## src/hdl/ptq_pkg.sv

```systemverilog
// ptq_pkg: shared types and codes for the priority task queue
// used by ptq_cell and priority_task_queue_dispatch_top; no dependencies
`default_nettype none

package ptq_pkg;

    // request kinds as carried in s_tuser
    localparam logic [1:0] REQ_INSERT   = 2'd0;
    localparam logic [1:0] REQ_CHANGE   = 2'd1;
    localparam logic [1:0] REQ_DISPATCH = 2'd2;

    // result status codes
    localparam logic [1:0] ST_OK        = 2'd0;
    localparam logic [1:0] ST_FULL      = 2'd1;
    localparam logic [1:0] ST_NOT_FOUND = 2'd2;
    localparam logic [1:0] ST_NONE      = 2'd3;

    // operations broadcast to every cell of the row
    localparam logic [1:0] CELL_HOLD   = 2'd0;
    localparam logic [1:0] CELL_INSERT = 2'd1;
    localparam logic [1:0] CELL_REMOVE = 2'd2;
    localparam logic [1:0] CELL_POP    = 2'd3;

    typedef struct packed {
        logic [15:0] task_id;
        logic [7:0]  prio;
        logic [15:0] exec_time;
    } entry_t;

    typedef struct packed {
        logic [1:0] op;
        entry_t     req;
    } cell_ctrl_t;

endpackage

`default_nettype wire

```

## src/hdl/ptq_cell.sv

```systemverilog
// ptq_cell: one slot of the sorted queue, compare-and-shift against its neighbours
// depends on ptq_pkg
`default_nettype none

module ptq_cell
(
    input  wire                 clk,
    input  ptq_pkg::cell_ctrl_t ctrl,
    input  wire                 occ,
    input  ptq_pkg::entry_t     left_ent,
    input  wire                 left_ge,
    input  ptq_pkg::entry_t     right_ent,
    input  wire                 hit_in,
    output ptq_pkg::entry_t     ent,
    output logic                ge,
    output logic                hit_out,
    output logic [15:0]         match_time
);

    ptq_pkg::entry_t ent_reg;
    ptq_pkg::entry_t ent_next;
    logic            match;

    assign ent        = ent_reg;
    // occupied slot that must stay ahead of the new entry
    assign ge         = occ && (ent_reg.prio >= ctrl.req.prio);
    assign match      = occ && (ent_reg.task_id == ctrl.req.task_id);
    assign hit_out    = hit_in || match;
    // only the first matching slot contributes its time
    assign match_time = (match && !hit_in) ? ent_reg.exec_time : 16'd0;

    always_comb
    begin
        ent_next = ent_reg;
        case (ctrl.op)
            ptq_pkg::CELL_INSERT:
            begin
                if (!ge)
                begin
                    if (left_ge)
                    begin
                        ent_next = ctrl.req;
                    end
                    else
                    begin
                        ent_next = left_ent;
                    end
                end
            end
            ptq_pkg::CELL_REMOVE:
            begin
                if (hit_out)
                begin
                    ent_next = right_ent;
                end
            end
            ptq_pkg::CELL_POP:
            begin
                ent_next = right_ent;
            end
            default:
            begin
                ent_next = ent_reg;
            end
        endcase
    end

    always_ff @(posedge clk)
    begin
        ent_reg <= ent_next;
    end

endmodule

`default_nettype wire

```

## src/hdl/priority_task_queue_dispatch_top.sv

```systemverilog
// priority_task_queue_dispatch_top: sorted task queue with dispatch onto cores
// depends on ptq_pkg and ptq_cell
//
// Usage
//   s_* stream: one request per transaction. s_tuser is the request kind
//   (insert, change priority, dispatch); s_tdata carries task id, priority
//   and execution time. m_* stream: results; m_tlast marks the final result
//   of a request. Insert and change give one result, dispatch gives one per
//   core assigned, or a single "nothing dispatched" result.
//   cfg_we/cfg_wdata write active_cores; write only while the block is idle.
// Operation
//   A request is registered when taken and worked on in S_EXEC. Change
//   priority is a remove pass, then an insert pass through the cell row.
//   One request is in flight at a time; the dispatch walk visits one core
//   a cycle, up to MAX_CORES, but waits at a free core while the output register is full.
// Reset
//   Queue empty, all cores free, active_cores = 8, no result pending.
// Stalls
//   A finished result sits in the output register; while m_tready is low
//   the next request is still taken but its work waits for the slot.
`default_nettype none

module priority_task_queue_dispatch_top
#(
    parameter int QUEUE_DEPTH = 16,
    parameter int MAX_CORES   = 8
)
(
    input  wire        clk,
    input  wire        rst_n,
    input  wire        s_tvalid,
    output logic       s_tready,
    input  wire [39:0] s_tdata,   // task_id[15:0], priority_req[23:16], exec_time[39:24]
    input  wire [1:0]  s_tuser,   // req_type[1:0]
    output logic       m_tvalid,
    input  wire        m_tready,
    output logic [39:0] m_tdata,  // status[1:0], core_id[5:2], out_task_id[21:6],
                                  // out_exec_time[37:22], zero fill[39:38]
    output logic [1:0] m_tuser,   // ack_kind[1:0]
    output logic       m_tlast,
    input  wire        cfg_we,
    input  wire [3:0]  cfg_wdata
);

    localparam int CNT_W  = $clog2(QUEUE_DEPTH + 1);
    localparam int CORE_W = (MAX_CORES > 1) ? $clog2(MAX_CORES) : 1;

    localparam logic [1:0] S_IDLE    = 2'd0;
    localparam logic [1:0] S_EXEC    = 2'd1;
    localparam logic [1:0] S_CHG_INS = 2'd2;
    localparam logic [1:0] S_DISP    = 2'd3;

    logic [1:0]           state_reg, state_next;
    logic [CNT_W-1:0]     count_reg, count_next;
    logic [CORE_W-1:0]    core_cnt_reg, core_cnt_next;
    logic [MAX_CORES-1:0] core_busy_reg, core_busy_next;
    logic [3:0]           active_reg;

    logic [1:0]  req_kind_reg;
    logic [15:0] req_task_reg;
    logic [7:0]  req_pri_reg;
    logic [15:0] req_time_reg, req_time_next;

    logic        out_valid_reg;
    logic [1:0]  out_kind_reg, out_kind_next;
    logic [1:0]  out_status_reg, out_status_next;
    logic [3:0]  out_core_reg, out_core_next;
    logic [15:0] out_task_reg, out_task_next;
    logic [15:0] out_time_reg, out_time_next;
    logic        out_last_reg, out_last_next;
    logic        emit;
    logic        out_free;

    ptq_pkg::cell_ctrl_t  ctrl;
    logic [1:0]           cell_op;
    ptq_pkg::entry_t      ent [QUEUE_DEPTH];
    logic [QUEUE_DEPTH-1:0] occ, ge, hit;
    logic [15:0]          match_time [QUEUE_DEPTH];
    logic [15:0]          keep_time;

    logic [MAX_CORES-1:0] free_now, beyond;
    logic                 any_free, cur_free, free_beyond, full, disp_last;

    assign s_tready = (state_reg == S_IDLE);
    assign out_free = !out_valid_reg || m_tready;

    assign m_tvalid = out_valid_reg;
    assign m_tdata  = {2'b00, out_time_reg, out_task_reg, out_core_reg, out_status_reg};
    assign m_tuser  = out_kind_reg;
    assign m_tlast  = out_last_reg;

    assign ctrl.op            = cell_op;
    assign ctrl.req.task_id   = req_task_reg;
    assign ctrl.req.prio      = req_pri_reg;
    assign ctrl.req.exec_time = req_time_reg;

    // row of queue cells, slot 0 is the head
    genvar gi;
    generate
        for (gi = 0; gi < QUEUE_DEPTH; gi++)
        begin : g_cell
            ptq_pkg::entry_t left_ent, right_ent;
            logic            left_ge, hit_in;

            assign occ[gi] = (CNT_W'(gi) < count_reg);

            if (gi == 0)
            begin : g_head
                assign left_ent = ent[0];
                assign left_ge  = 1'b1;
                assign hit_in   = 1'b0;
            end
            else
            begin : g_body
                assign left_ent = ent[gi-1];
                assign left_ge  = ge[gi-1];
                assign hit_in   = hit[gi-1];
            end

            if (gi == QUEUE_DEPTH - 1)
            begin : g_tail
                assign right_ent = ent[gi];
            end
            else
            begin : g_mid
                assign right_ent = ent[gi+1];
            end

            ptq_cell u_cell
            (
                .clk        (clk),
                .ctrl       (ctrl),
                .occ        (occ[gi]),
                .left_ent   (left_ent),
                .left_ge    (left_ge),
                .right_ent  (right_ent),
                .hit_in     (hit_in),
                .ent        (ent[gi]),
                .ge         (ge[gi]),
                .hit_out    (hit[gi]),
                .match_time (match_time[gi])
            );
        end
    endgenerate

    always_comb
    begin
        keep_time = 16'd0;
        for (int i = 0; i < QUEUE_DEPTH; i++)
        begin
            keep_time = keep_time | match_time[i];
        end
    end

    always_comb
    begin
        for (int j = 0; j < MAX_CORES; j++)
        begin
            free_now[j] = !core_busy_reg[j] && (8'(j) < {4'b0000, active_reg});
            beyond[j]   = (CORE_W'(j) > core_cnt_reg);
        end
    end

    assign any_free    = |free_now;
    assign cur_free    = free_now[core_cnt_reg];
    assign free_beyond = |(free_now & beyond);
    assign full        = (count_reg == CNT_W'(QUEUE_DEPTH));
    assign disp_last   = (count_reg == CNT_W'(1)) || !free_beyond;

    always_comb
    begin
        state_next      = state_reg;
        count_next      = count_reg;
        core_cnt_next   = core_cnt_reg;
        core_busy_next  = core_busy_reg;
        req_time_next   = req_time_reg;
        cell_op         = ptq_pkg::CELL_HOLD;
        emit            = 1'b0;
        out_kind_next   = req_kind_reg;
        out_status_next = ptq_pkg::ST_OK;
        out_core_next   = 4'd0;
        out_task_next   = 16'd0;
        out_time_next   = 16'd0;
        out_last_next   = 1'b1;

        case (state_reg)
            S_IDLE:
            begin
                if (s_tvalid)
                begin
                    state_next    = S_EXEC;
                    req_time_next = s_tdata[39:24];
                end
            end
            S_EXEC:
            begin
                if (out_free)
                begin
                    case (req_kind_reg)
                        ptq_pkg::REQ_INSERT:
                        begin
                            emit       = 1'b1;
                            state_next = S_IDLE;
                            if (full)
                            begin
                                out_status_next = ptq_pkg::ST_FULL;
                            end
                            else
                            begin
                                cell_op    = ptq_pkg::CELL_INSERT;
                                count_next = count_reg + CNT_W'(1);
                            end
                        end
                        ptq_pkg::REQ_CHANGE:
                        begin
                            if (!hit[QUEUE_DEPTH-1])
                            begin
                                emit            = 1'b1;
                                out_status_next = ptq_pkg::ST_NOT_FOUND;
                                state_next      = S_IDLE;
                            end
                            else
                            begin
                                // pull the entry out, keep its time for the reinsert
                                cell_op       = ptq_pkg::CELL_REMOVE;
                                count_next    = count_reg - CNT_W'(1);
                                req_time_next = keep_time;
                                state_next    = S_CHG_INS;
                            end
                        end
                        ptq_pkg::REQ_DISPATCH:
                        begin
                            if ((count_reg == '0) || !any_free)
                            begin
                                emit            = 1'b1;
                                out_status_next = ptq_pkg::ST_NONE;
                                state_next      = S_IDLE;
                            end
                            else
                            begin
                                core_cnt_next = '0;
                                state_next    = S_DISP;
                            end
                        end
                        default:
                        begin
                            state_next = S_IDLE;
                        end
                    endcase
                end
            end
            S_CHG_INS:
            begin
                if (out_free)
                begin
                    cell_op    = ptq_pkg::CELL_INSERT;
                    count_next = count_reg + CNT_W'(1);
                    emit       = 1'b1;
                    state_next = S_IDLE;
                end
            end
            S_DISP:
            begin
                if (!cur_free)
                begin
                    core_cnt_next = core_cnt_reg + CORE_W'(1);
                end
                else if (out_free)
                begin
                    cell_op                      = ptq_pkg::CELL_POP;
                    count_next                   = count_reg - CNT_W'(1);
                    core_busy_next[core_cnt_reg] = 1'b1;
                    emit                         = 1'b1;
                    out_core_next                = 4'(32'(core_cnt_reg) + 32'd1);
                    out_task_next                = ent[0].task_id;
                    out_time_next                = ent[0].exec_time;
                    out_last_next                = disp_last;
                    if (disp_last)
                    begin
                        state_next = S_IDLE;
                    end
                    else
                    begin
                        core_cnt_next = core_cnt_reg + CORE_W'(1);
                    end
                end
            end
            default:
            begin
                state_next = S_IDLE;
            end
        endcase
    end

    always_ff @(posedge clk or negedge rst_n)
    begin
        if (!rst_n)
        begin
            state_reg     <= S_IDLE;
            count_reg     <= '0;
            core_cnt_reg  <= '0;
            core_busy_reg <= '0;
            active_reg    <= 4'd8;
            out_valid_reg <= 1'b0;
        end
        else
        begin
            state_reg     <= state_next;
            count_reg     <= count_next;
            core_cnt_reg  <= core_cnt_next;
            core_busy_reg <= core_busy_next;
            if (cfg_we)
            begin
                active_reg <= cfg_wdata;
            end
            if (emit)
            begin
                out_valid_reg <= 1'b1;
            end
            else if (m_tready)
            begin
                out_valid_reg <= 1'b0;
            end
        end
    end

    always_ff @(posedge clk)
    begin
        req_time_reg <= req_time_next;
        if (s_tvalid && s_tready)
        begin
            req_kind_reg <= s_tuser;
            req_task_reg <= s_tdata[15:0];
            req_pri_reg  <= s_tdata[23:16];
        end
        if (emit)
        begin
            out_kind_reg   <= out_kind_next;
            out_status_reg <= out_status_next;
            out_core_reg   <= out_core_next;
            out_task_reg   <= out_task_next;
            out_time_reg   <= out_time_next;
            out_last_reg   <= out_last_next;
        end
    end

    // fill count never runs past the row
    a_count_bound: assert property (@(posedge clk) disable iff (!rst_n)
        count_reg <= CNT_W'(QUEUE_DEPTH))
        else $error("queue count exceeds depth");

    // no queue change while waiting for a request
    a_idle_hold: assert property (@(posedge clk) disable iff (!rst_n)
        (state_reg == S_IDLE) |=> (count_reg == $past(count_reg)))
        else $error("queue count changed while idle");

    // an assigned core is never freed
    a_busy_sticky: assert property (@(posedge clk) disable iff (!rst_n)
        1'b1 |=> (($past(core_busy_reg) & ~core_busy_reg) == '0))
        else $error("busy core was freed");

    // insert and change always give a single, final result
    a_single_last: assert property (@(posedge clk) disable iff (!rst_n)
        (out_valid_reg && (out_kind_reg != ptq_pkg::REQ_DISPATCH)) |-> out_last_reg)
        else $error("non-dispatch result without tlast");

endmodule

`default_nettype wire
```

## config.mk

```make
export PLATFORM = sky130hd
export DESIGN_NAME = priority_task_queue_dispatch_top
export DESIGN_NICKNAME = d
export VERILOG_FILES = /design/src/hdl/ptq_pkg.sv /design/src/hdl/ptq_cell.sv /design/src/hdl/priority_task_queue_dispatch_top.sv
export SDC_FILE = /design/constraint.sdc
export NUM_CORES = 2
export LEC_CHECK = 0
export BUFFER_PORTS_ARGS = -buffer_cell sky130_fd_sc_hd__buf_4
export CORE_MARGIN = 1.5
export CORE_UTILIZATION = 64
export CTS_CLUSTER_SIZE = 30
export DETAILED_ROUTE_END_ITERATION = 8
export HOLD_SLACK_MARGIN = 0.05
export PLACE_DENSITY_LB_ADDON = 0.25
export SLEW_MARGIN = 20
export SYNTH_ARGS = -nofsm -noshare
export SYNTH_HDL_FRONTEND = slang
export SYNTH_HIERARCHICAL = 1
export SYNTH_SLANG_ARGS = --single-unit
```

## constraint.sdc

```tcl
create_clock -name clk -period 12.1 [get_ports clk]
set_input_delay 0.605 -clock clk [delete_from_list [all_inputs] [get_ports clk]]
set_output_delay 0.605 -clock clk [all_outputs]
set_load 0.02 [all_outputs]
```

==> flow_summary.json <==
{
  "avgSynthCellArea_um2": 10.51,
  "wl_per_cell_um": 20.54,
  "holdWs_ns": 0.1305,
  "register_area_mm2": 0.02229,
  "cts_buffers": 83,
  "rsz0062_at_grt": "false",
  "crit_fanout": 274,
  "timing.final.crit_share_pct": 79.71,
  "postCtsResizedCells": 0,
  "holdCritPathClass": "primary input to flop",
  "fillCellCount": 5260,
  "numClockSinks": 746,
  "firstDrtPassIters": 6,
  "io_pins": 96,
  "multi_input_area_mm2": 0.02218,
  "n_antenna_cell": 0,
  "cpPeakStageDelay_ns": 0.61,
  "die_h_um": 271.8,
  "via_per_inst": 6.095,
  "min_from": "s_tdata[19]",
  "max-cap-violations": 0,
  "cts_tree": "built",
  "final_area_mm2": 0.05005,
  "drt_wl_total_um": 110700,
  "syn_area_mm2": 0.04624,
  "htree_levels": 3,
  "place.detailed.hpwl_um": 76990,
  "finalHoldViolations": 0,
  "num_vias": 32860,
  "crit_top_cell": "or2_2",
  "port_buffers": 93,
  "remaining_drc_errors": 0,
  "maxSlewViolCount": 0,
  "setup_viol": 0,
  "drtIter0Drc": 3633,
  "worst-path-stages": 26,
  "finalCriticalPeriod_ns": 9.645,
  "area_delta_synth_final_pct": 8.226,
  "synthCells": 4399,
  "gp_congestion": 0.8935,
  "worst_setup_path_start_kind": "flop",
  "clkTransAtPathRegs_ns": 0.06,
  "finClkSkew_ns": 0.02123,
  "tightestPinTransition_ns": 1.146,
  "hold_depth": 1,
  "largest_register_ffs": 640,
  "cp.required_ns": 12.44,
  "postPlaceCellArea_mm2": 0.04737,
  "clk_latency_ns": 0.65,
  "ant_nets": 0,
  "nets": 4561,
  "fp.dieW_um": 271.8,
  "rows": 98,
  "powerDensity_mw_per_mm2": 250.3,
  "grt_max_degree": 319,
  "dp.cells": 5232,
  "fmax_mhz": 103.7,
  "cp-startpoint": "count_reg[4]",
  "ff2ff_setup_slack_ns": 2.45,
  "max-clock-path-buffers": 3,
  "layout-drive-gt1-share_pct": 12.02,
  "tns_ns": 0,
  "outcome": "complete, no violations",
  "max_slew_margin_pct": 23.63,
  "coreArea_mm2": 0.07149,
  "yosys_warnings": 6,
  "crit_arrival_ns": 9.99,
  "track_usage_pct": 29.54,
  "cp_slowest_cell": "dfrtp_1",
  "overflow": 0,
  "path_delay_family": "simple AND/OR/NAND/NOR gates",
  "antenna_found_initial": 2,
  "cts-hold-fix-buffers": 1,
  "grt_pass1_wl_um": 173600,
  "ir_drop_uv": 184.8,
  "end_kind": "flop",
  "path_buf_inv": 2,
  "die-area_mm2": 0.07388,
  "cts_root_buf": "clkbuf_16",
  "start_util_pct": 64.69,
  "worst-setup-path-type": "flop to flop",
  "r2r_start": "count_reg[4]",
  "ff2ff_path_depth": 26,
  "first_global_vias": 31080,
  "final_util_pct": 70.01,
  "layout.cells.non_filler": 5391,
  "post_cts_buffers": 0,
  "cellLeakagePower_uw": 0.01835
}
-- worst paths after layout --
check                                                 end
worst max-delay path            g_cell[11].u_cell/ent[31]
worst min-delay path                       req_pri_reg[3]
worst max register to register  g_cell[11].u_cell/ent[31]
worst min register to register           core_busy_reg[4]
max in group asynchronous                   active_reg[3]
min in group asynchronous                    count_reg[4]
-- per-layer routing --
metal  global-route usage (%)  wire length (µm)
met5                        0                13
met4                    7.690              2134
met3                    5.299             11010
met2                    43.43             47350
met1                    45.09             50200
-- worst register-to-register path, stage by stage, from the launching register on --
cell	delay [ns]
dfrtp_1	0.61
nor3_1	0.58
nand2_1	0.20
nand2_1	0.17
nor3_1	0.08
or2_2	0.35
or2_2	0.36
or2_2	0.36
or2_2	0.35
or2_2	0.35
or2_2	0.36
or2_2	0.36
or2_2	0.36
or2_2	0.35
or2_2	0.35
or2_2	0.36
or2_2	0.37
or2_2	0.36
or2_2	0.35
or2_2	0.36
or2_2	0.37
a31oi_1	0.30
nor2_4	0.22
buf_12	0.41
buf_4	0.71
nand2_1	0.24
o21ai_0	0.10
-- cells in the final DEF (no fill, tap or decap), types with 4 or more instances in the layout --
cell type / count
a2111oi_0: 16
a211o_1: 17
a21o_1: 18
a21oi_1: 59
a2bb2oi_1: 16
a31o_2: 4
and2_1: 100
and2_2: 193
and4_1: 17
buf_4: 139
bufinv_16: 4
clkbuf_1: 24
clkbuf_16: 85
clkinv_1: 15
clkinv_2: 22
conb_1: 6
dfrtp_1: 22
edfxtp_1: 723
ha_1: 140
inv_1: 159
inv_2: 13
mux2i_1: 644
nand2_1: 713
nand2b_1: 22
nand3_1: 20
nand4_1: 17
nor2_1: 29
nor3_1: 20
nor4_1: 114
nor4_4: 17
o211ai_1: 4
o21ai_0: 685
o21bai_1: 4
o31a_2: 13
or2_2: 16
xnor2_1: 66
xor2_1: 195
-- area by class of cell --
type                    count  area share, %
clock buffers             111          4.485
clock inverters            45         0.6850
inverters                 175          1.323
multi-input cells        3220          44.33
flip-flops and latches    746          44.53
well taps                 950          2.375
repair buffers            144          2.270
-- per-stage QoR --
| stage | power (µW) | setup slack [ns] |
|---|---|---|
| 5_1_grt | 13230 | 2.079 |
| 6_report | 12530 | 2.455 |
| 3_5_place_dp | 9989 | 2.670 |
| 2_1_floorplan | 8635 | 3.502 |
| 3_3_place_gp | 9769 | 2.810 |
| 4_1_cts | 12430 | 2.649 |
-- where the power goes --
part	total, µW	internal (µW)	switching (µW)
sequential	5110	4290	816
combinational	4970	1950	3020
clock	2450	1390	1060
total	12500	7640	4890
Note: power is estimated with default switching activity, not from simulation.
